==> config.mk <==
export PLATFORM = sky130hd
export DESIGN_NAME = cafilt_isqrt
export DESIGN_NICKNAME = d
export VERILOG_FILES = /design/src/rtl/core/cafilt_pkg.sv /design/src/rtl/core/cafilt_isqrt.sv
export SDC_FILE = /design/constraint.sdc
export NUM_CORES = 1
export LEC_CHECK = 0
export ABC_CLOCK_PERIOD_IN_PS = 2900
export CORE_MARGIN = 2
export CORE_UTILIZATION = 51
export DETAILED_ROUTE_END_ITERATION = 7
export DONT_BUFFER_PORTS = 1
export GPL_ROUTABILITY_DRIVEN = 0
export PLACE_DENSITY = 0.76
export SLEW_MARGIN = 20
export SYNTH_ARGS = -nofsm -noshare
export SYNTH_HDL_FRONTEND = slang
export SYNTH_SLANG_ARGS = --single-unit
export TNS_END_PERCENT = 5
==> constraint.sdc <==
create_clock -name clock -period 2.9 [get_ports clock]
set_input_delay 0.29 -clock clock [delete_from_list [all_inputs] [get_ports clock]]
set_output_delay 0.29 -clock clock [all_outputs]
set_load 0.03 [all_outputs]
==> src/rtl/core/cafilt_pkg.sv <==
`timescale 1ns / 1ps
`default_nettype none
// ----------------------------------------------------------------------------
// cafilt_pkg
// Shared types, constants and the arctangent table of the attitude filter.
// ----------------------------------------------------------------------------
package cafilt_pkg;

   localparam int CORDIC_ITERATIONS = 16;
   localparam int ANGLE_WIDTH       = 24;
   localparam int SQ_WIDTH          = 32;
   localparam int ROOT_WIDTH        = 24;
   localparam int ACC_WIDTH         = 18;
   localparam int ATAN_WIDTH        = 22;

   localparam logic [15:0] TIME_STEP_RESET   = 16'd66;
   localparam logic [15:0] BLEND_ALPHA_RESET = 16'd64684;

   localparam logic REG_TIME_STEP   = 1'b0;
   localparam logic REG_BLEND_ALPHA = 1'b1;

   typedef struct packed {
      logic signed [15:0] gyro_rate_x;
      logic signed [15:0] gyro_rate_y;
      logic signed [15:0] accel_x;
      logic signed [15:0] accel_y;
      logic signed [15:0] accel_z;
   } req_data_type;

   typedef struct packed {
      logic signed [23:0] pitch_angle;
      logic signed [23:0] roll_angle;
   } rsp_data_type;

   // atan(2^-i) in degrees scaled by 65536
   function automatic logic [ATAN_WIDTH-1:0] atan_deg16(input logic [4:0] idx);
      logic [ATAN_WIDTH-1:0] v;
      case (idx)
         5'd0:    v = 22'd2949120;
         5'd1:    v = 22'd1740967;
         5'd2:    v = 22'd919879;
         5'd3:    v = 22'd466945;
         5'd4:    v = 22'd234379;
         5'd5:    v = 22'd117304;
         5'd6:    v = 22'd58666;
         5'd7:    v = 22'd29335;
         5'd8:    v = 22'd14668;
         5'd9:    v = 22'd7334;
         5'd10:   v = 22'd3667;
         5'd11:   v = 22'd1833;
         5'd12:   v = 22'd917;
         5'd13:   v = 22'd458;
         5'd14:   v = 22'd229;
         5'd15:   v = 22'd115;
         5'd16:   v = 22'd57;
         5'd17:   v = 22'd29;
         5'd18:   v = 22'd14;
         5'd19:   v = 22'd7;
         5'd20:   v = 22'd4;
         5'd21:   v = 22'd2;
         5'd22:   v = 22'd1;
         default: v = 22'd0;
      endcase
      return v;
   endfunction

endpackage
`default_nettype wire

==> src/rtl/core/cafilt_isqrt.sv <==
`timescale 1ns / 1ps
`default_nettype none
// ----------------------------------------------------------------------------
// cafilt_isqrt
// Digit-serial integer square root of sq*65536, two radicand bits per cycle.
// ----------------------------------------------------------------------------
module cafilt_isqrt (
   input  wire logic                                clock,
   input  wire logic                                reset,
   input  wire logic                                start,
   input  wire logic [cafilt_pkg::SQ_WIDTH-1:0]     sq,
   output logic                                     done,
   output logic [cafilt_pkg::ROOT_WIDTH-1:0]        root
);
   localparam int RW = cafilt_pkg::ROOT_WIDTH;
   localparam int VW = 2 * RW;
   localparam int CW = $clog2(RW);

   logic          busy_ff, done_ff;
   logic [CW-1:0] cnt_ff;
   logic [VW-1:0] v_ff;
   logic [RW+1:0] rem_ff;
   logic [RW-1:0] root_ff;

   logic [RW+2:0] rem2;
   logic [RW+2:0] trial;
   logic          take;

   assign rem2  = {rem_ff[RW:0], v_ff[VW-1:VW-2]};
   assign trial = {1'b0, root_ff, 2'b01};
   assign take  = rem2 >= trial;

   always_ff @(posedge clock) begin
      if (reset) begin
         busy_ff <= 1'b0;
         done_ff <= 1'b0;
         cnt_ff  <= '0;
      end else begin
         done_ff <= 1'b0;
         if (start) begin
            busy_ff <= 1'b1;
            cnt_ff  <= '0;
         end else if (busy_ff) begin
            cnt_ff <= cnt_ff + 1'b1;
            if (cnt_ff == CW'(RW - 1)) begin
               busy_ff <= 1'b0;
               done_ff <= 1'b1;
            end
         end
      end
   end

   always_ff @(posedge clock) begin
      if (start) begin
         v_ff    <= {sq, 16'h0000};
         rem_ff  <= '0;
         root_ff <= '0;
      end else if (busy_ff) begin
         v_ff <= {v_ff[VW-3:0], 2'b00};
         if (take) begin
            rem_ff  <= (RW+2)'(rem2 - trial);
            root_ff <= {root_ff[RW-2:0], 1'b1};
         end else begin
            rem_ff  <= (RW+2)'(rem2);
            root_ff <= {root_ff[RW-2:0], 1'b0};
         end
      end
   end

   assign done = done_ff;
   assign root = root_ff;

endmodule
`default_nettype wire

# Yosys cells after proc, flatten, opt, wreduce, memory -nomap -nowiden
# Index checks and enable logic that the tools add are counted.
[totals] reg_bits=88 input_bits=35 output_inout_bits=25 wordCells=22
[classes] addsub=2 order_cmp=1 n_eq_ne=1 mux=8 bitwise=1 n_reduce_logical=3
[ops] operator="$mux W48" count=2
[ops] operator="$ge A27 B26 Y1" count=1
[ops] operator="$mux W25" count=1
[ops] operator="$sub A25 B25 Y25" count=1
[ops] operator="$add A5 B1 Y5 const B" count=1
[ops] operator="$eq A5 B5 Y1 const B" count=1
[ops] operator="$mux W1" count=5
[ops] operator="$reduce_or A3 Y1" count=1
[ops] operator="$reduce_bool A2 Y1" count=1
[ops] operator="$reduce_or A2 Y1" count=1
[ops] operator="$not A1 Y1" count=1

# Logic depth before layout (Yosys ltp)
[depth] word_depth=4 ltp_mapped=12 depth_no_buf=10

# Least setup slack after synthesis
# No wires, ideal clock.
[synth_path] kind="reg-to-reg" start="reg root_ff[10] (netlist: root[10])" end="reg rem_ff[1]" setup_time_ps=79 arrival_ps=2556 required_ps=2821 setup_slack_ps=265 path_stages_with_launch=13 path_buffers=2 synth_period_minus_slack_ps=2635 cell_sequence="dfxtp_1 inv_1 ha_1 buf_2 a21o_1 a21o_1 a21oi_2 o21a_1 nand3_2 nand2_2 buf_6 mux2_4 a211oi_2"
[synth_via] elab_chain_cells=2
[synth_lines] element="from (decl)" line_no="cafilt_isqrt.sv:23" source="logic [RW-1:0] root_ff;"
[synth_lines] element="from (signal assigned)" line_no="cafilt_isqrt.sv:62" source="root_ff <= {root_ff[RW-2:0], 1'b1};"
[synth_lines] element="from (signal assigned)" line_no="cafilt_isqrt.sv:65" source="root_ff <= {root_ff[RW-2:0], 1'b0};"
[synth_lines] element="$ge A27 B26 Y1" line_no="cafilt_isqrt.sv:31" source="assign take = rem2 >= trial;"
[synth_lines] element="$mux W25" line_no="cafilt_isqrt.sv:60" source="if (take) begin"
[synth_lines] element="to (signal assigned)" line_no="cafilt_isqrt.sv:61" source="rem_ff <= (RW+2)'(rem2 - trial);"
[synth_lines] element="to (signal assigned)" line_no="cafilt_isqrt.sv:64" source="rem_ff <= (RW+2)'(rem2);"
[synth_lines] element="to (decl)" line_no="cafilt_isqrt.sv:22" source="logic [RW+1:0] rem_ff;"
# Every way passes these cells.
# A chain may end at the register's enable or synchronous reset.

# Worst setup path after layout
[layout_path] start="reg root_ff[9] (netlist: root[9])" end="reg rem_ff[21]"
[layout_via] elab_chain_cells=2 elab_cells_between_ends=3 cone_classes="1 x add/sub; 1 x order compare; 1 x mux"
[layout_lines] element="$sub A25 B25 Y25 or $ge A27 B26 Y1 (tied branches)" line_no="cafilt_isqrt.sv:61, cafilt_isqrt.sv:31"
[layout_lines] element="$mux W25 (*)" line_no="cafilt_isqrt.sv:60"
# Every way passes the cells marked *; elsewhere a longest branch is shown, timed or not.

==> results.md <==
- Distinct cells, synth: 64
- Root Buffer: clkbuf_8
- Setup Skew: 12.1 ps
- Hold Crit Class: input port to register
- Multi-input logic area: 0.00275 mm²
- Top_reg_cell synth: dfxtp_1
- CTS tree: yes
- Largest family of logic cells by synthesized area: multiplexers
- Ant. Diodes: 0
- Pins Over Slew Limit: 0
- Post-synthesis simple-gate area fraction: 0.132
- Initial DRT Pass Iterations: 4
- Mapped cell area: 0.00507 mm²
- Crit start category: register
- Flip-flop and latch area: 0.00209 mm²
- CTS buffer count: 9
- FFs w/ async S/R, synth: 0
- Die height: 104 µm
- Status: finished clean
- Relative slew slack: 0.520
- Sequential-to-total area share from yosys stat: 0.410
- DP Worst Slack: roughly 260 ps
- Setup_tns: 0 ps
- Pleak: between 0.002 and 0.0025 µW
- Min Tclk post-route: roughly 2700 ps
- Placed cells: 649
- Total congestion overflow: 0
- Drt total wl: 10.4 mm
- Critical Path Fanout Max: 10
- Worst hold path startpoint: start
- Initial antenna violation count: 0
- Largest net degree at the start of global routing: 48
- FILL cells: 886
- Initial core utilization: 0.522
- Syn Inst Count: between 500 and 600
- H-tree depth: 3
- Worst vdd ir: 482 µV
- Pwr Density: 715 mW/mm²
- Sink Count: just under 90
- Total chip power: 3980 µW
- Critical Path AT: 2970 ps
- GR Util All Layers: 0.201
- CP startpoint: root[9]
- Crit share post-route: 0.922
- Remaining DRCs: 0
- Via count: 3826
- Initial DRC Count: 158
- Clock Latency Late Sink: about 380 ps
- Core ar.: around 0.0097 mm²
- Port Buffer Count: 0
- Antenna viol nets, final: 0
- Vias per inst: 5.74
- Synth Register Bits: 88
- Clock buffer depth: 2
- Final worst slack: 227 ps
- Num ports: 60
- Hold Fails Final Rpt: 0
- Post-synth EDFFs: 32
- Synth Area in Compound Gates: 0.150
- DR WL/cell: 15.6 µm
- Post-Synthesis Net Count: 576
- Crit end category: register
- Crit Path Category: register to register
- Die Wd: 104 µm
- Ys Warns: 0
- XOR/XNOR share of the synthesized area: 0.0380
- Mean Syn Cell Area: 9.87 µm²
- Fmax: 374 MHz
- R2r setup slk: roughly 230 ps
- Share of cells above drive strength 1: 0.172
- Worst Tran Pin Value: 721 ps
- Max_cap viols: 0
- R2R Path Start: root[9]
- Post-synthesis adder-cell area fraction: 0.0666
- RSZ-0062 raised after global routing: false
- Mux cell area share after synthesis: 0.154
- First-pass GRT wire length: roughly 18 mm
- Required time of the worst setup path: roughly 3200 ps
- Vias in the first global route: roughly 3800
- Worst-path clk slew: 100 ps
- Setup violations, final: 0
- Cell Rows: 36
- Final Non-Filler Cells: 667
- Dpl hpwl: 7.46 mm
- Area growth, synth to finish: 9.57%
- Die area: about 0.011 mm²
- Final net count: 591
synthesized netlist by cell type, types with 3 or more instances:
master    number  area, µm²
o21ai_1        3       15.0
inv_1         32        120
xor2_1        12        105
nand2_1       20       75.1
o21ai_0        4       20.0
buf_1          8       30.0
buf_2          4       20.0
nand3_1        3       15.0
edfxtp_1      32        961
nor3b_1        3       22.5
mux2_2        30        338
nand4_1        4       25.0
dfxtp_1       56       1120
a31oi_1        4       25.0
nand2b_1       7       43.8
a211oi_1      23        173
xnor2_1       10       87.6
clkbuf_1      12       45.0
mux2i_1       43        430
nand3b_1       3       22.5
nor3_1         9       45.0
a21oi_1       19       95.1
a21o_1         9       67.6
nor4_1         3       18.8
and3_1         3       18.8
o21a_1         5       37.5
nor2_1        78        293
ha_1          27        338
repair_timing:
action,CTS,global route
buffers inserted,0,0
resized for setup,0,0
hold buffers,2,0
hold endpoints to repair,48,0
registers in the layout (all words and copies together), names as in the netlist:
signal and cells:
root 24, v_ff 32, rem_ff 25, cnt_ff 5, busy_ff 1, done 1
cells by family (layout without fill, tap and decap cells):
group / after synthesis / after routing
and+or+nand+nor: 146 / 146
AOI/OAI and AO/OA: 98 / 98
DFF: 88 / 88
muxes: 74 / 74
buffers and inverters: 59 / 79
adders and majority gates: 27 / 27
xor gates and xnor gates: 22 / 22
stage by stage:
step | hold WS (ps) | utilization | cell area [µm²]
2_1_floorplan | 362 | - | 5070
3_3_place_gp | 354 | 0.549 | 5340
3_5_place_dp | 355 | 0.549 | 5340
4_1_cts | 0.483 | 0.572 | 5560
5_1_grt | 13.3 | 0.572 | 5560
6_report | 29.7 | 0.572 | 5560
per-layer routing:
layer	share of wire	vias up	GRT usage
met5	0	-	0
met4	0.017	0	0.0772
met3	0.081	15	0.0881
met2	0.48	106	0.336
met1	0.42	1828	0.226
li1	-	1877	-
worst max-delay path, stage by stage (launching register included):
cell and delay, ps:
dfxtp_1 350, inv_1 50, ha_1 400, nand4_1 270, nor3_1 350, a211oi_1 140, nand3_2 130, nand2_2 200
buf_4 260, a31o_1 200, a311oi_1 250
placed cells by master (no fill, tap or decap), drive strengths merged, types with 10 or more instances in the layout:
| cell | count |
|---|---|
| dfxtp | 56 |
| a211oi | 24 |
| xnor2 | 10 |
| nor2 | 78 |
| mux2 | 31 |
| mux2i | 43 |
| ha | 27 |
| buf | 30 |
| nand2 | 21 |
| edfxtp | 32 |
| a21oi | 21 |
| xor2 | 12 |
| inv | 38 |
worst paths after layout:
path	to	depth (start not counted)
setup / recovery	rem_ff[21]	10
hold / removal	busy_ff	2
setup reg to reg	rem_ff[21]	10
hold reg to reg	done	2
layout make-up:
cell class / instances / share of cell area
multi-input cells: 367 / 0.494
inverters: 32 / 0.0216
repair buffers: 31 / 0.0446
clock inverters: 7 / 0.0124
flip-flops and latches: 88 / 0.375
well taps: 133 / 0.0299
clock buffers: 9 / 0.0223
power by group:
part           internal (µW)  switching [µW]
logic                    743             908
clock network            340             512
registers               1400            74.9
Note: power is estimated with default switching activity, not from simulation.
