$ cat src/rtl/core/cafilt_pkg.sv
`timescale 1ns / 1ps
`default_nettype none
// ----------------------------------------------------------------------------
// cafilt_pkg
// Shared types, constants and the arctangent table of the attitude filter.
// ----------------------------------------------------------------------------
package cafilt_pkg;

   localparam int CORDIC_ITERATIONS = 16;
   localparam int ANGLE_WIDTH       = 24;
   localparam int SQ_WIDTH          = 32;
   localparam int ROOT_WIDTH        = 24;
   localparam int ACC_WIDTH         = 18;
   localparam int ATAN_WIDTH        = 22;

   localparam logic [15:0] TIME_STEP_RESET   = 16'd66;
   localparam logic [15:0] BLEND_ALPHA_RESET = 16'd64684;

   localparam logic REG_TIME_STEP   = 1'b0;
   localparam logic REG_BLEND_ALPHA = 1'b1;

   typedef struct packed {
      logic signed [15:0] gyro_rate_x;
      logic signed [15:0] gyro_rate_y;
      logic signed [15:0] accel_x;
      logic signed [15:0] accel_y;
      logic signed [15:0] accel_z;
   } req_data_type;

   typedef struct packed {
      logic signed [23:0] pitch_angle;
      logic signed [23:0] roll_angle;
   } rsp_data_type;

   // atan(2^-i) in degrees scaled by 65536
   function automatic logic [ATAN_WIDTH-1:0] atan_deg16(input logic [4:0] idx);
      logic [ATAN_WIDTH-1:0] v;
      case (idx)
         5'd0:    v = 22'd2949120;
         5'd1:    v = 22'd1740967;
         5'd2:    v = 22'd919879;
         5'd3:    v = 22'd466945;
         5'd4:    v = 22'd234379;
         5'd5:    v = 22'd117304;
         5'd6:    v = 22'd58666;
         5'd7:    v = 22'd29335;
         5'd8:    v = 22'd14668;
         5'd9:    v = 22'd7334;
         5'd10:   v = 22'd3667;
         5'd11:   v = 22'd1833;
         5'd12:   v = 22'd917;
         5'd13:   v = 22'd458;
         5'd14:   v = 22'd229;
         5'd15:   v = 22'd115;
         5'd16:   v = 22'd57;
         5'd17:   v = 22'd29;
         5'd18:   v = 22'd14;
         5'd19:   v = 22'd7;
         5'd20:   v = 22'd4;
         5'd21:   v = 22'd2;
         5'd22:   v = 22'd1;
         default: v = 22'd0;
      endcase
      return v;
   endfunction

endpackage
`default_nettype wire

$ cat src/rtl/core/cafilt_cordic.sv
`timescale 1ns / 1ps
`default_nettype none
// ----------------------------------------------------------------------------
// cafilt_cordic
// Vectoring CORDIC: atan2(num, root) in degrees scaled by 256, one
// iteration per cycle.
// ----------------------------------------------------------------------------
module cafilt_cordic #(
   parameter int ITERATIONS = cafilt_pkg::CORDIC_ITERATIONS
) (
   input  wire logic                                    clock,
   input  wire logic                                    reset,
   input  wire logic                                    start,
   input  wire logic [cafilt_pkg::ROOT_WIDTH-1:0]       root,
   input  wire logic signed [15:0]                      num,
   output logic                                         done,
   output logic signed [cafilt_pkg::ACC_WIDTH-1:0]      angle
);
   localparam int XW = cafilt_pkg::ROOT_WIDTH + 4;
   localparam int ZW = cafilt_pkg::ACC_WIDTH + 8;
   localparam int CW = $clog2(ITERATIONS + 1);

   logic                 busy_ff, rnd_ff, done_ff;
   logic [CW-1:0]        cnt_ff;
   logic signed [XW-1:0] x_ff, y_ff;
   logic signed [ZW-1:0] z_ff;
   logic signed [cafilt_pkg::ACC_WIDTH-1:0] angle_ff;

   logic signed [XW-1:0] xs, ys;
   logic signed [ZW-1:0] step, zr;

   assign xs   = x_ff >>> cnt_ff;
   assign ys   = y_ff >>> cnt_ff;
   assign step = signed'(ZW'(cafilt_pkg::atan_deg16(5'(cnt_ff))));
   assign zr   = z_ff + ZW'(128);

   always_ff @(posedge clock) begin
      if (reset) begin
         busy_ff <= 1'b0;
         rnd_ff  <= 1'b0;
         done_ff <= 1'b0;
         cnt_ff  <= '0;
      end else begin
         rnd_ff  <= 1'b0;
         done_ff <= rnd_ff;
         if (start) begin
            busy_ff <= 1'b1;
            cnt_ff  <= '0;
         end else if (busy_ff) begin
            cnt_ff <= cnt_ff + 1'b1;
            if (cnt_ff == CW'(ITERATIONS - 1)) begin
               busy_ff <= 1'b0;
               rnd_ff  <= 1'b1;
            end
         end
      end
   end

   always_ff @(posedge clock) begin
      if (start) begin
         x_ff <= signed'(XW'(root));
         y_ff <= XW'(num) <<< 8;
         z_ff <= '0;
      end else if (busy_ff) begin
         if (y_ff > 0) begin
            x_ff <= x_ff + ys;
            y_ff <= y_ff - xs;
            z_ff <= z_ff + step;
         end else if (y_ff < 0) begin
            x_ff <= x_ff - ys;
            y_ff <= y_ff + xs;
            z_ff <= z_ff - step;
         end
      end
      if (rnd_ff) begin
         angle_ff <= zr[ZW-1:8];
      end
   end

   assign done  = done_ff;
   assign angle = angle_ff;

endmodule
`default_nettype wire

$ cat config.mk
export PLATFORM = sky130hd
export DESIGN_NAME = cafilt_cordic
export DESIGN_NICKNAME = d
export VERILOG_FILES = /design/src/rtl/core/cafilt_pkg.sv /design/src/rtl/core/cafilt_cordic.sv
export SDC_FILE = /design/constraint.sdc
export NUM_CORES = 1
export LEC_CHECK = 0
export ABC_CLOCK_PERIOD_IN_PS = 16200
export BUFFER_PORTS_ARGS = -buffer_cell sky130_fd_sc_hd__buf_2
export CAP_MARGIN = 20
export CORE_ASPECT_RATIO = 0.5
export CORE_UTILIZATION = 39
export DETAILED_ROUTE_END_ITERATION = 10
export PLACE_DENSITY = 0.65
export SETUP_SLACK_MARGIN = 0.1
export SLEW_MARGIN = 20
export SYNTH_ARGS = -nofsm -noshare
export SYNTH_HDL_FRONTEND = slang
export SYNTH_SLANG_ARGS = --single-unit
export TNS_END_PERCENT = 1
$ cat constraint.sdc
create_clock -name clock -period 16.2 [get_ports clock]
set_input_delay 3.24 -clock clock [delete_from_list [all_inputs] [get_ports clock]]
set_output_delay 3.24 -clock clock [all_outputs]
set_load 0.1 [all_outputs]
# Word level (Yosys, flattened, before mapping)
# Memory sizes are Yosys's and may differ from the RTL's. A register that Yosys moved wholly into a read port is not among the register bits.
# Index checks and enable logic that the tools add are counted.
[word_totals]
ff_bits = 108
latchBits = 0
ram_bits = 0
rom_bits = 704
in_bits = 43
output_inout_bits = 19
elab_cells = 48
mem_count = 1
[mem_list]
columns = ["memory", "words", "word_bits", "read_ports", "rd_ports_with_merged_regs", "wr", "line_no", "text"]
rows = [
  ["(name not given)", 32, 22, 1, 1, 0, "cafilt_pkg.sv:38", "case (idx)"],
]
[classes]
n_addsub = 8
mul = 0
div_mod_pow = 0
n_lt_le_gt_ge = 2
n_eq_ne = 1
n_shift = 2
n_mux = 16
n_bitwise = 1
n_reduce_logical = 7
[op_table]
columns = ["op", "n"]
rows = [
  ["28-bit 2-to-1 mux", 6],
  ["28-bit adder", 2],
  ["28-bit by 5-bit >>> shifter with 28-bit output", 2],
  ["28-bit subtractor", 2],
  ["26-bit 2-to-1 mux", 2],
  ["24-bit 2-to-1 mux", 2],
  ["28-bit by 1-bit > comparator with 1-bit output (second input constant)", 1],
  ["28-bit by 1-bit less-than comparator with 1-bit output (second input constant)", 1],
  ["26-bit by 23-bit adder with 26-bit output", 1],
  ["26-bit by 9-bit adder with 26-bit output (second input constant)", 1],
  ["26-bit by 23-bit subtractor with 26-bit output", 1],
  ["5-bit 2-to-1 mux", 2],
  ["5-bit by 1-bit adder with 5-bit output (second input constant)", 1],
  ["5-bit by 4-bit equality test with 1-bit output (second input constant)", 1],
  ["1-bit 2-to-1 mux", 4],
  ["2-bit AND reduction", 2],
  ["2-bit nonzero test", 2],
  ["3-bit nonzero test", 1],
  ["3-bit OR reduction", 1],
  ["2-bit OR reduction", 1],
  ["1-bit NOT", 1],
]

# Longest topological paths before layout
# Gate-level depths: netlist of the first run.
[logic_depth]
depth_word = 6
depth_mapped = 27
depth_no_buf = 22

# Worst setup path after synthesis of the first run
# No wires, ideal clock.
[synth_path]
kind = "input to register"
from = "in start"
to = "reg, netlist name step[2]"
setup_ps = 70
t_arrival_ps = 5095
required_ps = 16130
path_slack_ps = 11035
cell_stages = 8
path_buffers = 1
cell_sequence = "clkbuf_1 or2_2 nor2_1 inv_1 ha_1 o21ai_0 a2111oi_0 o21bai_1"
[synth_between]
elab_chain_cells = 2
[synth_lines]
columns = ["item", "line_no", "text"]
rows = [
  ["start: declaration", "cafilt_cordic.sv:13", "input wire logic start,"],
  ["2-bit OR reduction (no line)", "--", ""],
  ["5-bit 2-to-1 mux (no line)", "--", ""],
]
# No other way between the ends.
# A chain may end at the register's enable or synchronous reset.

# Worst setup path in the final report of the first run
[layout_path]
from = "reg cnt_ff[1]"
to = "reg y_ff[25], data pin"
[layout_between]
elab_chain_cells = 6
elab_cells_between_ends = 7
classes_between = "2 x add/sub; 1 x shift; 4 x mux"
[layout_lines]
columns = ["item", "line_no", "text"]
rows = [
  ["start: declaration", "cafilt_cordic.sv:24", "logic [CW-1:0] cnt_ff;"],
  ["start signal: assignment", "cafilt_cordic.sv:50", "cnt_ff <= cnt_ff + 1'b1;"],
  ["28-bit by 5-bit >>> shifter with 28-bit output (*)", "cafilt_cordic.sv:32", "assign xs = x_ff >>> cnt_ff;"],
  ["28-bit adder", "cafilt_cordic.sv:71", "y_ff <= y_ff + xs;"],
  ["28-bit 2-to-1 mux", "cafilt_cordic.sv:69", "end else if (y_ff < 0) begin"],
  ["28-bit 2-to-1 mux (*)", "cafilt_cordic.sv:65", "if (y_ff > 0) begin"],
  ["28-bit 2-to-1 mux (*)", "cafilt_cordic.sv:64", "end else if (busy_ff) begin"],
  ["28-bit 2-to-1 mux (*)", "cafilt_cordic.sv:60", "if (start) begin"],
  ["end signal: assignment", "cafilt_cordic.sv:62", "y_ff <= XW'(num) <<< 8;"],
  ["end signal: assignment", "cafilt_cordic.sv:67", "y_ff <= y_ff - xs;"],
  ["end signal: assignment", "cafilt_cordic.sv:71", ""],
  ["end: declaration", "cafilt_cordic.sv:25", "logic signed [XW-1:0] x_ff, y_ff;"],
]
# Mark *: on every way between the ends. The rest lies on a longest branch, timed or not. The select of a mux whose other input is x is not followed.

==> flow_summary.json, run 1 <==
{
  "multi_input_area_um2": 10330,
  "nets": 1839,
  "cts.sinks": 130,
  "core-area_um2": 35070,
  "finalHoldViolCount": 0,
  "setup-tns-final_ps": 0,
  "clk_latency_ps": 450,
  "portBuffers": 61,
  "fin_skew_ps": 11.13,
  "antenna_found_initial": 0,
  "area_growth_pct": 8.336,
  "fp-row-count": 48,
  "fin_crit_ps": 6672,
  "wl_um": 42010,
  "start_util_pct": 40.31,
  "cts_resized": 0,
  "drive_gt1_share_pct": 12.45,
  "cts_setup_buffers": 0,
  "syn_area_um2": 14140,
  "yosys_most_used_dff": "dfxtp_1",
  "grt_pass1_vias": 11941,
  "avgSynthCellArea_um2": 8.401,
  "num_vias": 13199,
  "antennaDiodeCount": 0,
  "cp-end-kind": "flip-flop",
  "setup.worst_path.class": "flip-flop to flip-flop",
  "dieHeight_um": 136.6,
  "drcViolationCount": 0,
  "cap_violations": 0,
  "arrival_ps": 6850,
  "fmax_mhz": 149.9,
  "grt.overflow.total": 0,
  "grt_max_degree": 81,
  "dieArea_um2": 37070,
  "slew_headroom_pct": 28.42,
  "htreeDepth": 4,
  "synth_cell_types": 92,
  "tightest_slew_ps": 1070,
  "synthCells": 1683,
  "setup_violations": 0,
  "grt_setup_unrepaired": "no",
  "hold_buffers": 0,
  "critPathLaunchType": "flip-flop",
  "die_x_um": 271.3,
  "cts_tree": "built",
  "cts_root_buf": "clkbuf_16",
  "vias_per_cell": 6.038,
  "timing.hold.ws_ps": 470.2,
  "met1_usage_pct": 31.65,
  "track_usage_pct": 22.80,
  "syn_nets": 1824,
  "cp_max_fo": 68,
  "grtUsageMet3_pct": 6.281,
  "synth_edf_count": 62,
  "outcome": "completed",
  "grt_first_pass_wirelength_um": 66420,
  "ys_ff_latch": 130,
  "first_pass_iters": 8,
  "timing.final.crit_share_pct": 41.19,
  "slew_violations": 0,
  "clk_pin_slew_ps": 60,
  "yosys_warnings": 0,
  "placement.setup.worst_slack_ps": 9646,
  "p_leak_nw": 6.074,
  "wl_per_cell_um": 19.22,
  "required_ps": 16380,
  "seq_area_um2": 3229,
  "globalplace.congestion": 0.9508,
  "synthArstFlopShare_pct": 0,
  "fillers": 3497,
  "drt_iter0_drc": 1584,
  "clock_path_buffers": 2,
  "dp_hpwl_um": 31010,
  "detail-route-antenna-nets": 0,
  "cts_inserted_buffers": 17,
  "holdCritPathClass": "flip-flop to flip-flop",
  "grt_busiest_layer": "met2",
  "layout_commonest_cell": "nand2_1",
  "ys_seq_area_share_pct": 22.80,
  "boundaryPins": 62,
  "grtUsageMet2_pct": 33.94,
  "timing.final.ws_setup_ps": 9528,
  "final_cell_mix": "nand2_1 (205), o21ai_0 (134), a21oi_1 (130)",
  "p_per_area_nw_per_um2": 182.4,
  "peakVddDrop_mv": 0.08599
}
## sequential cells by signal (all words and copies together) (netlist names)
register and count:
done 1, busy_ff 1, rnd_ff 1, x_ff 28, z_ff 26, step 22
y_ff 28, angle 18, cnt_ff 5
## Yosys cell counts, types with 29 or more instances
master	instances	area share (%)
nor3_1	29	1.0
a21oi_1	130	4.6
mux4_2	46	7.3
xor2_1	76	4.7
o21ai_0	135	4.8
clkbuf_1	48	1.3
nor2_1	117	3.1
mux2i_1	44	3.1
xnor2_1	77	4.8
a21o_1	33	1.8
dfxtp_1	68	9.6
nand2_1	205	5.4
ha_1	95	8.4
inv_1	39	1.0
nand3_1	35	1.2
edfxtp_1	62	13
## worst paths after layout
kind / cells past startpoint / from / end / slack [ps]
setup / recovery: 21 / cnt_ff[1] / y_ff[25] / 9530
hold / removal: 2 / z_ff[2] / z_ff[2] / 470
setup reg to reg: 21 / cnt_ff[1] / y_ff[25] / 9530
hold reg to reg: 2 / z_ff[2] / z_ff[2] / 470
## power breakdown
| group | internal [W] | total (W) | switching (W) |
|---|---|---|---|
| sequential | 0.000448 | 0.000606 | 0.000159 |
| clock | 0.000211 | 0.000380 | 0.000169 |
| combinational | 0.000805 | 0.00181 | 0.00100 |
## area by class of cell
cell class,count,area share (%)
Clock inverter,12,0.5963
Sequential cell,130,21.08
Multi-Input combinational cell,1426,67.45
Timing Repair Buffer,78,2.826
Inverter,45,1.111
Clock buffer,20,3.055
Tap cell,475,3.880
## metrics by stage
step,total power (W),instances,area (um2),util (%)
4_1_cts,0.002767,2186,15310,43.65
2_1_floorplan,0.001967,1683,14140,-
5_1_grt,0.003024,2186,15320,43.67
3_3_place_gp,0.002369,2154,14750,42.06
6_report,0.002794,2186,15320,43.67
3_5_place_dp,0.002373,2154,14750,42.06
## worst max-delay path: stages, from the launching register on
cell and delay, ps:
dfxtp_4 560, buf_4 720, mux4_2 610, a222oi_1 600
o22ai_1 140, or3_1 360, inv_1 90, ha_1 160
nand2_1 110, nor3_4 290, nor2_1 80, xor2_1 160
ha_1 380, nand2_1 80, or3b_2 440, o22ai_1 270
a31oi_1 220, o31ai_1 580, a21oi_1 160, o21bai_1 170
xnor2_1 120, o21ai_0 80
## per-layer routing
metal  share of wire, %  up-vias
li1                   -     6368
met1                 46     6159
met2                 42      577
met3                9.2       95
met4                2.9        0
met5                  0        -
## kinds of logic after synthesis
group / Yosys count / synth area share, %
AND/OR/NAND/NOR: 551 / 19.03
AO/OA/AOI/OAI: 517 / 23.72
XOR/XNOR: 153 / 9.478
flip-flops: 130 / 22.80
buffers and inverters: 127 / 4.248
multiplexers: 107 / 11.90
adder cells (fa/ha/maj): 98 / 8.832
Note: power is estimated with default switching activity, not from simulation.
==> run 2: changes to the inputs <==
Settings changed: ABC_CLOCK_PERIOD_IN_PS 16200 to 6000, PLACE_DENSITY 0.65 to 0.67.
Clock period 16.2 ns to 6 ns, I/O delays scaled along.
==> run 2 against run 1 <==
Design area up 4.1%. Combinational power increased to 2.9 times the previous value. Die area unchanged. Flip-flop and latch count did not move. Clock skew up 2.9 ps. Clock power rose to 2.7 times the previous value. Critical path depth rose by 2. Final cell count grew 3.5%. Critical endpoint is now y_ff[23]. Highest routed layer unchanged.
==> flow_summary.json, run 2 (synthesis gave the netlist of run 1 again) <==
{
  "dieArea_um2": 37070,
  "grt.overflow.total": 0,
  "core-area_um2": 35070,
  "track_usage_pct": 24.20,
  "clk_latency_ps": 460,
  "wl_per_cell_um": 19.95,
  "clk_pin_slew_ps": 60,
  "timing.hold.ws_ps": 466.4,
  "fin_crit_ps": 5650,
  "peakVddDrop_mv": 0.2583,
  "boundaryPins": 62,
  "drcViolationCount": 0,
  "setup.worst_path.class": "flip-flop to flip-flop",
  "grt_first_pass_wirelength_um": 69950,
  "layout_commonest_cell": "nand2_1",
  "grt_max_degree": 51,
  "p_per_area_nw_per_um2": 494.8,
  "holdCritPathClass": "flip-flop to flip-flop",
  "drive_gt1_share_pct": 16.34,
  "p_leak_nw": 6.450,
  "outcome": "completed",
  "fmax_mhz": 177.0,
  "num_vias": 13508,
  "fin_cells": 2262,
  "final_cell_mix": "nand2_1 (205), o21ai_0 (134), a21oi_1 (130)",
  "wl_um": 45120,
  "htreeDepth": 4,
  "setup-tns-final_ps": 0,
  "fillers": 3511,
  "antenna_found_initial": 0,
  "clock_path_buffers": 2,
  "finalHoldViolCount": 0,
  "grt_pass1_vias": 12318,
  "dieHeight_um": 136.6,
  "portBuffers": 61,
  "cap_violations": 0,
  "fp-row-count": 48,
  "antennaDiodeCount": 0,
  "die_x_um": 271.3,
  "nets": 1915,
  "critPathLaunchType": "flip-flop",
  "reg_top3": "x_ff: 28 flops, y_ff: 28 flops, z_ff: 26 flops",
  "grt_setup_unrepaired": "yes",
  "tightest_slew_ps": 1064,
  "timing.final.crit_share_pct": 94.17,
  "cts_tree": "built",
  "dpl.cell_count": 2229,
  "globalplace.congestion": 1.003,
  "arrival_ps": 5830,
  "dp_hpwl_um": 34250,
  "detail-route-antenna-nets": 0,
  "setup_violations": 0,
  "cts_root_buf": "clkbuf_16",
  "cts_inserted_buffers": 17,
  "vias_per_cell": 5.972,
  "cts.sinks": 130,
  "area_growth_pct": 12.76,
  "slew_headroom_pct": 28.58,
  "fin_skew_ps": 14.05,
  "cp-end-kind": "flip-flop",
  "start_util_pct": 40.31,
  "slew_violations": 0,
  "first_pass_iters": 6,
  "drt_iter0_drc": 1554,
  "cp_max_fo": 50,
  "postLayoutCoreUtil_pct": 45.46,
  "required_ps": 6180
}
-- run 2: final timing paths --
check        depth (start not counted)      start        to  slack, ps
max                                 23  cnt_ff[1]  y_ff[23]        350
min                                  2    z_ff[6]   z_ff[6]        470
max reg2reg                         23  cnt_ff[1]  y_ff[23]        350
min reg2reg                          2    z_ff[6]   z_ff[6]        470
-- run 2: worst max-delay path: stages, from the launching register on --
cell      delay (ps)
dfxtp_4          490
buf_16           310
buf_4            270
mux4_2           340
a221oi_1         420
o221ai_1         300
nor2_2           230
nand3b_2         190
nand2b_1         220
nor2_1           200
and2_1           200
a21oi_1           90
xor2_1           180
ha_1             340
nor2b_1          150
o21ai_0          150
o211ai_1         110
a31oi_1          310
o31ai_1          140
buf_4            160
a21o_1           170
a21oi_1          160
xor2_1           170
o21ai_0           90
-- run 2: layout make-up --
cell class	count	area [um2]	share of cell area, %
multi-input cells	1426	10350	64.92
flip-flops and latches	130	3234	20.29
repair buffers	154	1036	6.498
well taps	475	594.3	3.728
clock buffers	18	429.2	2.692
inverters	45	170.2	1.067
clock inverters	14	128.9	0.8084
-- run 2: repair_timing --
item	4_1_cts	5_1_grt
hold buffers	0	0
endpoints found under the setup margin	0	20
resized for setup	0	9
buffers inserted	0	1
-- run 2: layer usage --
metal  wire length, um  global-route usage, %  share of wire (%)
met1             21150                  34.46                 47
met2             18960                  36.03                 42
met3              4117                  5.789                9.1
met4               894                  7.085                2.0
met5                 0                      0                  0
-- run 2: through the flow --
| step | setup slack (ps) | cell area, um2 | total power (W) |
|---|---|---|---|
| 2_1_floorplan | 912.9 | 14140 | 0.005311 |
| 6_report | 349.7 | 15940 | 0.007889 |
| 4_1_cts | 193.9 | 15900 | 0.007792 |
| 3_3_place_gp | 291.0 | 15340 | 0.006682 |
| 3_5_place_dp | 249.5 | 15340 | 0.006722 |
| 5_1_grt | 77.65 | 15940 | 0.008496 |
-- run 2: where the power goes --
part	leakage (nW)	total, W	switching, W	internal [W]
Combinational	5.00	0.00524	0.00283	0.00240
Sequential	1.18	0.00162	0.000408	0.00121
Clock	0.273	0.00104	0.000463	0.000576
Total	6.45	0.00789	0.00370	0.00418
