$ cat src/rtl/core/cafilt_pkg.sv
`timescale 1ns / 1ps
`default_nettype none
// ----------------------------------------------------------------------------
// cafilt_pkg
// Shared types, constants and the arctangent table of the attitude filter.
// ----------------------------------------------------------------------------
package cafilt_pkg;

   localparam int CORDIC_ITERATIONS = 16;
   localparam int ANGLE_WIDTH       = 24;
   localparam int SQ_WIDTH          = 32;
   localparam int ROOT_WIDTH        = 24;
   localparam int ACC_WIDTH         = 18;
   localparam int ATAN_WIDTH        = 22;

   localparam logic [15:0] TIME_STEP_RESET   = 16'd66;
   localparam logic [15:0] BLEND_ALPHA_RESET = 16'd64684;

   localparam logic REG_TIME_STEP   = 1'b0;
   localparam logic REG_BLEND_ALPHA = 1'b1;

   typedef struct packed {
      logic signed [15:0] gyro_rate_x;
      logic signed [15:0] gyro_rate_y;
      logic signed [15:0] accel_x;
      logic signed [15:0] accel_y;
      logic signed [15:0] accel_z;
   } req_data_type;

   typedef struct packed {
      logic signed [23:0] pitch_angle;
      logic signed [23:0] roll_angle;
   } rsp_data_type;

   // atan(2^-i) in degrees scaled by 65536
   function automatic logic [ATAN_WIDTH-1:0] atan_deg16(input logic [4:0] idx);
      logic [ATAN_WIDTH-1:0] v;
      case (idx)
         5'd0:    v = 22'd2949120;
         5'd1:    v = 22'd1740967;
         5'd2:    v = 22'd919879;
         5'd3:    v = 22'd466945;
         5'd4:    v = 22'd234379;
         5'd5:    v = 22'd117304;
         5'd6:    v = 22'd58666;
         5'd7:    v = 22'd29335;
         5'd8:    v = 22'd14668;
         5'd9:    v = 22'd7334;
         5'd10:   v = 22'd3667;
         5'd11:   v = 22'd1833;
         5'd12:   v = 22'd917;
         5'd13:   v = 22'd458;
         5'd14:   v = 22'd229;
         5'd15:   v = 22'd115;
         5'd16:   v = 22'd57;
         5'd17:   v = 22'd29;
         5'd18:   v = 22'd14;
         5'd19:   v = 22'd7;
         5'd20:   v = 22'd4;
         5'd21:   v = 22'd2;
         5'd22:   v = 22'd1;
         default: v = 22'd0;
      endcase
      return v;
   endfunction

endpackage
`default_nettype wire

$ cat src/rtl/core/cafilt_blend.sv
`timescale 1ns / 1ps
`default_nettype none
// ----------------------------------------------------------------------------
// cafilt_blend
// Complementary blend of one axis: gyro increment, then a bit-serial
// alpha multiply, rounding and saturation.
// ----------------------------------------------------------------------------
module cafilt_blend #(
   parameter int ANGLE_WIDTH = cafilt_pkg::ANGLE_WIDTH
) (
   input  wire logic                                    clock,
   input  wire logic                                    reset,
   input  wire logic                                    start,
   input  wire logic signed [ANGLE_WIDTH-1:0]           old_angle,
   input  wire logic signed [15:0]                      rate,
   input  wire logic signed [cafilt_pkg::ACC_WIDTH-1:0] acc_angle,
   input  wire logic [15:0]                             time_step,
   input  wire logic [15:0]                             blend_alpha,
   output logic                                         done,
   output logic signed [ANGLE_WIDTH-1:0]                new_angle
);
   localparam int SW = ANGLE_WIDTH + 10;
   localparam int TW = ANGLE_WIDTH + 28;
   localparam int RW = TW - 24;
   localparam logic signed [RW-1:0] HI_LIM = RW'((longint'(1) <<< (ANGLE_WIDTH - 1)) - 1);
   localparam logic signed [RW-1:0] LO_LIM = -HI_LIM - RW'(1);

   localparam logic [2:0] P_IDLE = 3'd0;
   localparam logic [2:0] P_MUL  = 3'd1;
   localparam logic [2:0] P_DIFF = 3'd2;
   localparam logic [2:0] P_MAC  = 3'd3;
   localparam logic [2:0] P_RND  = 3'd4;

   logic [2:0]  phase_ff;
   logic [3:0]  cnt_ff;
   logic        done_ff;

   logic signed [15:0]                      rate_ff;
   logic [15:0]                             ts_ff, alpha_ff;
   logic signed [ANGLE_WIDTH-1:0]           old_ff, res_ff;
   logic signed [cafilt_pkg::ACC_WIDTH-1:0] acc_ff;
   logic signed [32:0]                      mul_ff;
   logic signed [TW-1:0]                    diff_ff, total_ff;

   logic signed [32:0] mul_r;
   logic signed [SW-1:0] inc, sum, diff;
   logic signed [TW-1:0] tr;
   logic signed [RW-1:0] r;

   assign mul_r = mul_ff + 33'sd128;
   assign inc   = SW'(mul_r >>> 8);
   assign sum   = (SW'(old_ff) <<< 8) + inc;
   assign diff  = sum - (SW'(acc_ff) <<< 8);
   assign tr    = total_ff + TW'(longint'(1) <<< 23);
   assign r     = tr[TW-1:24];

   always_ff @(posedge clock) begin
      if (reset) begin
         phase_ff <= P_IDLE;
         cnt_ff   <= '0;
         done_ff  <= 1'b0;
      end else begin
         done_ff <= 1'b0;
         case (phase_ff)
            P_IDLE: if (start) phase_ff <= P_MUL;
            P_MUL:  phase_ff <= P_DIFF;
            P_DIFF: begin
               phase_ff <= P_MAC;
               cnt_ff   <= '0;
            end
            P_MAC: begin
               cnt_ff <= cnt_ff + 1'b1;
               if (cnt_ff == 4'd15) phase_ff <= P_RND;
            end
            P_RND: begin
               phase_ff <= P_IDLE;
               done_ff  <= 1'b1;
            end
            default: phase_ff <= P_IDLE;
         endcase
      end
   end

   always_ff @(posedge clock) begin
      if (phase_ff == P_IDLE && start) begin
         rate_ff  <= rate;
         ts_ff    <= time_step;
         alpha_ff <= blend_alpha;
         old_ff   <= old_angle;
         acc_ff   <= acc_angle;
      end
      if (phase_ff == P_MUL) begin
         mul_ff <= 33'(rate_ff) * 33'(signed'({1'b0, ts_ff}));
      end
      if (phase_ff == P_DIFF) begin
         diff_ff  <= TW'(diff);
         total_ff <= TW'(acc_ff) <<< 24;
      end
      if (phase_ff == P_MAC) begin
         if (alpha_ff[0]) total_ff <= total_ff + diff_ff;
         diff_ff  <= diff_ff <<< 1;
         alpha_ff <= {1'b0, alpha_ff[15:1]};
      end
      if (phase_ff == P_RND) begin
         if (r > HI_LIM)      res_ff <= ANGLE_WIDTH'(HI_LIM);
         else if (r < LO_LIM) res_ff <= ANGLE_WIDTH'(LO_LIM);
         else                 res_ff <= ANGLE_WIDTH'(r);
      end
   end

   assign done      = done_ff;
   assign new_angle = res_ff;

endmodule
`default_nettype wire

$ cat config.mk
export PLATFORM = sky130hd
export DESIGN_NAME = cafilt_blend
export DESIGN_NICKNAME = d
export VERILOG_FILES = /design/src/rtl/core/cafilt_pkg.sv /design/src/rtl/core/cafilt_blend.sv
export SDC_FILE = /design/constraint.sdc
export NUM_CORES = 1
export LEC_CHECK = 0
export BUFFER_PORTS_ARGS = -buffer_cell sky130_fd_sc_hd__clkbuf_2
export CORE_MARGIN = 1.5
export CORE_UTILIZATION = 30
export CTS_CLUSTER_SIZE = 8
export DETAILED_ROUTE_END_ITERATION = 10
export PLACE_DENSITY = 0.51
export SLEW_MARGIN = 20
export SYNTH_ARGS = -nofsm -noshare
export SYNTH_HDL_FRONTEND = slang
export SYNTH_SLANG_ARGS = --single-unit
$ cat constraint.sdc
create_clock -name clock -period 12.8 [get_ports clock]
set_clock_uncertainty 0.1 [all_clocks]
set_input_delay 0.64 -clock clock [delete_from_list [all_inputs] [get_ports clock]]
set_output_delay 0.64 -clock clock [all_outputs]
set_load 0.05 [all_outputs]
======== After elaboration in Yosys (flattened, before gate mapping) ========
Index checks and enable logic that the tools add are counted.
cells by class
  reduce and logical (&&, ||, !) cells .... 5
  shift-type cells ........................ 0
  multiply operators ...................... 1
  bitwise logic cells ..................... 0
  muxes and demuxes ....................... 13
  add/subtract/negate cells ............... 6
  equal/unequal tests ..................... 7
  divide/modulo/power cells ............... 0
  magnitude comparators ................... 2
operators by type and width
  cell                    number
  $mux 52                 5
  $add 52x25->52 const B  1
  $add 52x52->52          1
  $sub 33x26->34          1
  $add 32x25->33          1
  $add 33x9->33 const B   1
  $mul 16x17->33          1
  $mux 15                 2
  $gt 28x24->1 const B    1
  $lt 28x24->1 const B    1
  $mux 24                 1
  $pmux 3 s4              1
  $pmux 4 s2              1
  $eq 3x2->1 const B      2
  $mux 3                  2
  $add 4x1->4 const B     1
  $eq 4x4->1 const B      1
  $ne 2x2->1 const B      2
  $reduce_bool 2->1       2
  $eq 3x1->1 const B      1
  $eq 3x3->1 const B      1
  $logic_not 3->1         1
  $reduce_and 2->1        1
  $logic_and 1x1->1       1
  $mux 1                  1
storage, ports and cells
  bits in writable memories ............... 0
  output and inout bits ................... 25
  logic and storage cells ................. 48
  ROM bits ................................ 0
  latch bits .............................. 0
  memories ................................ 0
  register bits ........................... 259

======== Depth between registers and ports, before layout ========
Gate-level depths: netlist of the first run.
  depth after elaboration ................. 5
  gate-level depth with buffers ........... 24
  mapped depth without buffers ............ 23

======== Least setup slack after synthesis of the first run ========
No wires, ideal clock.
  path kind ............................... input to register
  start point ............................. input port start
  end point ............................... register alpha_ff[0], enable pin
  arrival ................................. 9220 ps
  required time ........................... 12326 ps
  path buffers ............................ 0
  setup slack ............................. 3106 ps
  setup time .............................. 374 ps
  stages .................................. 2
  cell sequence ........................... nor4b_1 > nand2b_1
between the ends
  cells in the longest elaborated chain, start to end .. 2
RTL lines
  what                                RTL line             RTL
  start, declared                     cafilt_blend.sv:13   input wire logic start,
  $logic_and 1x1->1                   cafilt_blend.sv:85   if (phase_ff == P_IDLE && start) begin
  $reduce_bool 2->1 (no source line)  --
  end signal, assigned                cafilt_blend.sv:88   alpha_ff <= blend_alpha;
  end signal, assigned                cafilt_blend.sv:102  alpha_ff <= {1'b0, alpha_ff[15:1]};
  end, declared                       cafilt_blend.sv:39   logic [15:0] ts_ff, alpha_ff;
No other way between the ends.
A chain may end at the register's enable or synchronous reset.

======== Final worst setup path of the first run ========
  start point ............................. register rate_ff[9]
  end point ............................... register mul_ff[32] (data pin)
between the ends
  cells in the longest elaborated chain, start to end .. 1
RTL lines
  what                    RTL line            RTL
  start, declared         cafilt_blend.sv:38  logic signed [15:0] rate_ff;
  start signal, assigned  cafilt_blend.sv:86  rate_ff <= rate;
  $mul 16x17->33          cafilt_blend.sv:93  mul_ff <= 33'(rate_ff) * 33'(signed'({1'b0, ts_ff}));
  end signal, assigned    cafilt_blend.sv:93
  end, declared           cafilt_blend.sv:42  logic signed [32:0] mul_ff;
No other way between the ends.

==> out/summary.txt, run 1 <==
CP required = 13.00 ns
Rel. slew slack = 0.3221
Initial DRC Count = 875
Initial antenna violation count = 3
Die area = 0.07975 mm^2
Min setup slack post-route = 5.654 ns
CTS Root Cell = clkbuf_16
Slowest-stage cell, CP = edfxtp_1
Syn nets = 2976
Crit Path Class = flop to flop
Final setup viols = 0
DRC = 0
Htree depth = 2
Worst slew pin tran = 1.017 ns
Crit path largest cell delay = 0.76 ns
Unrepaired setup endpoints after global routing = false
Crit Path Max Fanout = 16
Commonest cells in the synthesized netlist = 301 x nand2_1, 294 x inv_1, 218 x fa_1, 204 x ha_1, 190 x edfxtp_1
Cell taking the most area after synthesis = edfxtp_1
Final Hold Fails = 0
Register clock-pin slew on the reported worst setup and hold paths = 0.07 ns
Tot Pwr = 6.916 mW
Top_reg_cell synth = edfxtp_1
Ant diodes = 0
Design Area, Final = 0.02613 mm^2
Reported max-cap violation count = 0
Area Overhead vs Synth = 11.56%
Fmax = 139.9 MHz
Most used cell, CP = fa_1
HP Class = input pin to flop
Post-synthesis cell type count = 81
Synth top area cells = edfxtp_1 24%, fa_1 19%, ha_1 11%
Seq/Total Area, Yosys = 0.2966
Worst vdd ir = 0.2233 mV
Status = finished clean
Layout Cells excl Fill = 3604
CTS Buf Count = 38
Core area = 0.07734 mm^2
CTS tree = built
DR pass1 iterations = 5
Fin util = 0.3378
Routed wl met2 = 28170 um
Slew Viols, Final = 0
Vias in the first global route = 18040
Total vias in the final route = 17420
Most numerous cell in the Yosys netlist = nand2_1
Routed Antenna Nets = 0
Die Ht = 282.4 um
Global-route wire length before repair = 99240 um
Post-Synthesis Cells = 2461
Critical path arrival = 7.35 ns
FFs w/ async S/R, synth = 0
Pwr/cell area = 264.7 mW/mm^2
Min Hold Slack = 0.1522 ns
Cts-stage hold buffer count = 0
CP Launch Type = flop
Worst-skew pair later-pin latency = 0.56 ns
Delay-heaviest family, CP = adder cells
Setup Fix Bufs, Post-CTS = 0
Setup TNS after final layout = 0 ns
DIE WIDTH = 282.4 um
EDFF count, synth = 190
Area share of the largest cell type after synthesis = 0.2436
Clock tree buffer depth = 3
Floorplan row count = 102
Place WS = 5.632 ns
Crit path buffers/inverters = 5
GRT Total Usage = 0.1579
M1 wire length = 28810 um
Mean post-synth cell area = 9.516 um^2
Grt total ovfl = 0
CP Capture Type = flop
Sink Count = 252
Fin crit period = 7.146 ns
Synthesized flop and latch total = 252
Hpwl dp = 48110 um
Port bufs = 117
Gpl congestion = 0.8729
Initial core utilization = 0.3028
WL/cell = 17.09 um
Routed wire length = 61590 um
Crit share post-route = 0.5583
Largest net degree at the start of global routing = 71
Area after DPL = 0.02501 mm^2
Nets = 3053
CTS resizes = 0
Worst-path cell chain = nand2_1, fa_1, inv_1, fa_1, inv_1, fa_1, inv_1, fa_1, fa_1, inv_1, fa_1, inv_1, ha_1, nand4_1, a21oi_1, o21ai_0, o211a_1, o31ai_1, a21o_1, a221oi_1, a21oi_1, a21oi_1, xnor2_1
Post-Place Cells = 3538
Synth warn = 0
Share of layout cells above drive strength 1 = 0.08931
Met3 WL = 2710 um
Leak pwr = 11.62 nW
Via/cell ratio = 4.835
DR top layer = met5
Post-Syn Area = 0.02342 mm^2
Ports = 118
metal layers:
layer	global-route usage	vias to the layer above
met1	0.2127	8478
met5	0	-
met3	0.02470	109
met2	0.2602	381
li1	-	8452
met4	0.04717	4
kinds of logic (layout without fill, tap and decap cells):
logic type,count (synthesis),in the layout,share of synthesized area
xor+xnor,138,138,0.05161
mux,6,6,0.002618
fa+ha+maj,422,422,0.2953
simple gates,788,788,0.1608
buf+inv,391,494,0.06582
compound gates,464,464,0.1272
flops,252,252,0.2966
placed cells by master, fill, tap and decap left out, types with 61 or more instances in the layout:
master / count
a21o_1: 65
a21oi_1: 118
and2_1: 130
clkbuf_2: 117
dfxtp_1: 61
edfxtp_1: 190
fa_1: 218
ha_1: 204
inv_1: 294
nand2_1: 300
nand3_1: 61
nor2_1: 143
o21ai_0: 119
xnor2_1: 76
xor2_1: 62
flip-flops by register name, summed over array words and instances (netlist names):
signal	flops
new_angle	24
rate_ff	16
alpha_ff	16
diff_ff	52
phase_ff	3
total_ff	52
done	1
cnt_ff	4
mul_ff	26
acc_ff	18
ts_ff	16
old_ff	24
cell type report:
class	count	area (um^2)
clock buffers	62	1051
clock inverters	4	67.56
fillers	8016	51210
inverters	295	1107
multi-input cells	1818	14950
flip-flops and latches	252	6948
well taps	1040	1301
repair buffers	133	705.7
where the power goes:
group | internal, mW | leakage, nW | switching, mW
registers | 1.24 | 2.30 | 0.177
clock network | 0.562 | 0.532 | 0.405
logic | 1.97 | 8.78 | 2.56
total | 3.77 | 11.6 | 3.14
worst register-to-register path: cells and delay by family, from the launching register on:
| kind | cells | cell delay, ns |
|---|---|---|
| flops | 1 | 0.76 |
| buf+inv | 5 | 0.26 |
| xor+xnor | 1 | 0.13 |
| compound gates | 8 | 1.84 |
| simple gates | 2 | 0.29 |
| fa+ha+maj | 7 | 3.50 |
worst paths after layout:
check | start | endpoint | slack (ns) | depth (start not counted)
worst min register to register | total_ff[0]$_DFF_P_ | total_ff[0]$_DFF_P_ | 0.37 | 2
worst max register to register | rate_ff[9]$_DFFE_PP_ | mul_ff[32]$_DFFE_PP_ | 5.65 | 23
worst max-delay path | rate_ff[9]$_DFFE_PP_ | mul_ff[32]$_DFFE_PP_ | 5.65 | 23
worst min-delay path | acc_angle[0] | acc_ff[0]$_DFFE_PP_ | 0.15 | 1
Power figures use the tool's default switching activity.
==> inputs of run 2 (changes only) <==
Settings changed: ABC_AREA set to 1.
Clock period 12.8 ns to 7.2 ns, I/O delays scaled along.
==> out/summary.txt, run 2 <==
Worst-path cell chain = nand2_1, fa_1, inv_1, fa_1, fa_1, fa_1, fa_1, inv_1, fa_1, inv_1, ha_1, nand2_1, nand2_1, a31oi_1, o21ai_0, a21oi_1, nand2_1, xor2_1 (was nand2_1, fa_1, inv_1, fa_1, inv_1, fa_1, inv_1, fa_1, fa_1, inv_1, fa_1, inv_1, ha_1, nand4_1, a21oi_1, o21ai_0, o211a_1, o31ai_1, a21o_1, a221oi_1, a21oi_1, a21oi_1, xnor2_1)
Final Hold Fails = 0 (unchanged)
Slew Viols, Final = 0 (unchanged)
Design Area, Final = 0.03062 mm^2 (was 0.02613 mm^2)
Clock tree buffer depth = 3 (unchanged)
GRT Total Usage = 0.1871 (was 0.1579)
Vias in the first global route = 23660 (was 18040)
Grt total ovfl = 0 (unchanged)
Top_reg_cell synth = edfxtp_1 (unchanged)
CP Launch Type = flop (unchanged)
Total vias in the final route = 23080 (was 17420)
Mean post-synth cell area = 7.265 um^2 (was 9.516 um^2)
R2R setup slack = 0.81 ns (was 5.65 ns)
Unrepaired setup endpoints after global routing = false (unchanged)
Crit Path Max Fanout = 16 (unchanged)
WL/cell = 16.65 um (was 17.09 um)
Cell taking the most area after synthesis = edfxtp_1 (unchanged)
Area share of the largest cell type after synthesis = 0.2139 (was 0.2436)
R2r startpoint = ts_ff[4]$_DFFE_PP_ (was rate_ff[9]$_DFFE_PP_)
Min setup slack post-route = 0.8107 ns (was 5.654 ns)
Area Overhead vs Synth = 14.81% (was 11.56%)
Post-Syn Area = 0.02667 mm^2 (was 0.02342 mm^2)
DR pass1 iterations = 6 (was 5)
Synthesized flop and latch total = 252 (unchanged)
Seq/Total Area, Yosys = 0.2605 (was 0.2966)
Most frequent cells in the layout = 1190 x nand2_1, 801 x inv_1, 218 x fa_1, 206 x nor2_1, 204 x ha_1 (was 300 x nand2_1, 294 x inv_1, 218 x fa_1, 204 x ha_1, 190 x edfxtp_1)
Sink Count = 252 (unchanged)
Crit share post-route = 0.8874 (was 0.5583)
Post-synthesis cell type count = 48 (was 81)
Ports = 118 (unchanged)
Reported max-cap violation count = 0 (unchanged)
Final setup viols = 0 (unchanged)
Core area = 0.08824 mm^2 (was 0.07734 mm^2)
Share of layout cells above drive strength 1 = 0.05620 (was 0.08931)
HP Class = input pin to flop (unchanged)
Fin crit period = 6.389 ns (was 7.146 ns)
Port bufs = 117 (unchanged)
Gpl congestion = 0.9336 (was 0.8729)
DRC = 0 (unchanged)
Status = finished clean (unchanged)
Global-route wire length before repair = 131900 um (was 99240 um)
Crit path largest cell delay = 0.86 ns (was 0.76 ns)
DIE WIDTH = 301.2 um (was 282.4 um)
Area after DPL = 0.02847 mm^2 (was 0.02501 mm^2)
Nets = 4362 (was 3053)
Place WS = 0.8857 ns (was 5.632 ns)
CTS resizes = 0 (unchanged)
Die Ht = 301.2 um (was 282.4 um)
Post-Synthesis Cells = 3671 (was 2461)
Fin util = 0.3470 (was 0.3378)
Routed Antenna Nets = 0 (unchanged)
Hpwl dp = 68760 um (was 48110 um)
Critical path arrival = 6.60 ns (was 7.35 ns)
R2R cell count = 18 (was 23)
Min-Delay Endpoint = phase_ff[0]$_SDFFE_PP0P_ (was acc_ff[0]$_DFFE_PP_)
Setup TNS after final layout = 0 ns (unchanged)
Sequential cell area = 0.006947 mm^2 (was 0.006948 mm^2)
Fill cells = 9501 (was 8016)
CP Capture Type = flop (unchanged)
Worst hold path depth = 5 (was 1)
EDFF count, synth = 190 (unchanged)
CP required = 7.41 ns (was 13.00 ns)
Biggest regs = diff_ff: 52 flops, total_ff: 52 flops, mul_ff: 26 flops (unchanged)
Slowest-stage cell, CP = edfxtp_1 (unchanged)
Initial antenna violation count = 0 (was 3)
Initial DRC Count = 1445 (was 875)
Floorplan row count = 109 (was 102)
Ant diodes = 0 (unchanged)
Worst hold start = start (was acc_angle[0])
CTS tree = built (unchanged)
CTS Root Cell = clkbuf_16 (unchanged)
Commonest non-fill, non-tap cell in the layout = nand2_1 (unchanged)
Setup Fix Bufs, Post-CTS = 0 (unchanged)
R2r endpoint = mul_ff[23]$_DFFE_PP_ (was mul_ff[32]$_DFFE_PP_)
Rel. slew slack = 0.4042 (was 0.3221)
Worst slew pin tran = 0.8937 ns (was 1.017 ns)
Crit Path Class = flop to flop (unchanged)
Cts-stage hold buffer count = 91 (was 0)
CTS Buf Count = 40 (was 38)
Die area = 0.09070 mm^2 (was 0.07975 mm^2)
Fmax = 156.5 MHz (was 139.9 MHz)
Syn nets = 4186 (was 2976)
Worst-skew pair later-pin latency = 0.59 ns (was 0.56 ns)
Via/cell ratio = 4.576 (was 4.835)
Footprint of the multi-input gates = 0.01634 mm^2 (was 0.01495 mm^2)
Largest net degree at the start of global routing = 71 (unchanged)
Synth warn = 0 (unchanged)
Register clock-pin slew on the reported worst setup and hold paths = 0.05 ns (was 0.07 ns)
Commonest cells in the synthesized netlist = 1190 x nand2_1, 801 x inv_1, 218 x fa_1, 206 x nor2_1, 204 x ha_1 (was 301 x nand2_1, 294 x inv_1, 218 x fa_1, 204 x ha_1, 190 x edfxtp_1)
Most used cell, CP = fa_1 (unchanged)
Most numerous cell in the Yosys netlist = nand2_1 (unchanged)
Htree depth = 2 (unchanged)
Routed wire length = 84010 um (was 61590 um)
Initial core utilization = 0.3023 (was 0.3028)
Synth top area cells = edfxtp_1 21%, nand2_1 17%, fa_1 16% (was edfxtp_1 24%, fa_1 19%, ha_1 11%)
FFs w/ async S/R, synth = 0 (unchanged)
[run 2: cell count changes after synthesis, sizes merged, moves of 71 or more]
cell | previous run | this run
nor2 | 144 | 215
a21o | 87 | 12
nand2 | 301 | 1193
and2 | 134 | 4
nand3 | 61 | 160
inv | 294 | 808
[run 2: cell families after synthesis]
family / count (synthesis) / share of synthesized area
compound gates: 326 / 0.06699
xor+xnor: 82 / 0.02693
fa+ha+maj: 422 / 0.2593
buf+inv: 897 / 0.1275
flops: 252 / 0.2605
simple gates: 1692 / 0.2588
[run 2: layer usage]
layer | global-route usage | wire (um) | vias up
met5 | 0 | 0 | -
met4 | 0.05899 | 2381 | 0
met3 | 0.02197 | 3135 | 124
met2 | 0.3262 | 40290 | 436
met1 | 0.2400 | 38200 | 10870
li1 | - | - | 11660
[run 2: critical path, delay by kind of cell, from the launching register on]
kind / cells / cell delay (ns)
buffers and inverters: 3 / 0.14
xor gates and xnor gates: 1 / 0.17
adders and majority gates: 7 / 3.51
AOI/OAI and AO/OA: 3 / 0.82
and+or+nand+nor: 4 / 0.50
DFF: 1 / 0.86
[run 2: layout make-up]
| class | count | area share |
|---|---|---|
| Inverter | 809 | 0.09917 |
| Tap cell | 1165 | 0.04761 |
| Multi-Input combinational cell | 2522 | 0.5336 |
| Clock buffer | 65 | 0.03608 |
| Clock inverter | 9 | 0.004331 |
| Sequential cell | 252 | 0.2269 |
| Timing Repair Buffer | 222 | 0.05230 |
[run 2: worst max path at each step]
stage                             startpoint                     to
floorplan           phase_ff[2]$_SDFFE_PP0P_  alpha_ff[0]$_DFFE_PP_
global placement          ts_ff[4]$_DFFE_PP_   mul_ff[23]$_DFFE_PP_
detailed placement        ts_ff[4]$_DFFE_PP_   mul_ff[23]$_DFFE_PP_
CTS                       ts_ff[4]$_DFFE_PP_   mul_ff[23]$_DFFE_PP_
global route              ts_ff[5]$_DFFE_PP_   mul_ff[32]$_DFFE_PP_
finish                    ts_ff[4]$_DFFE_PP_   mul_ff[23]$_DFFE_PP_
[run 2: per-stage QoR]
stage / std cells / hold slack [ns]
finish: 5044 / 0.08843
floorplan: 3671 / 0.3248
CTS: 5044 / 0.05292
global placement: 4879 / 0.3439
detailed placement: 4879 / 0.3504
global route: 5044 / 0.1052
Power of run 2 is not shown: default switching activity piles up to over one toggle a cycle in this logic, so the estimate is an artifact.
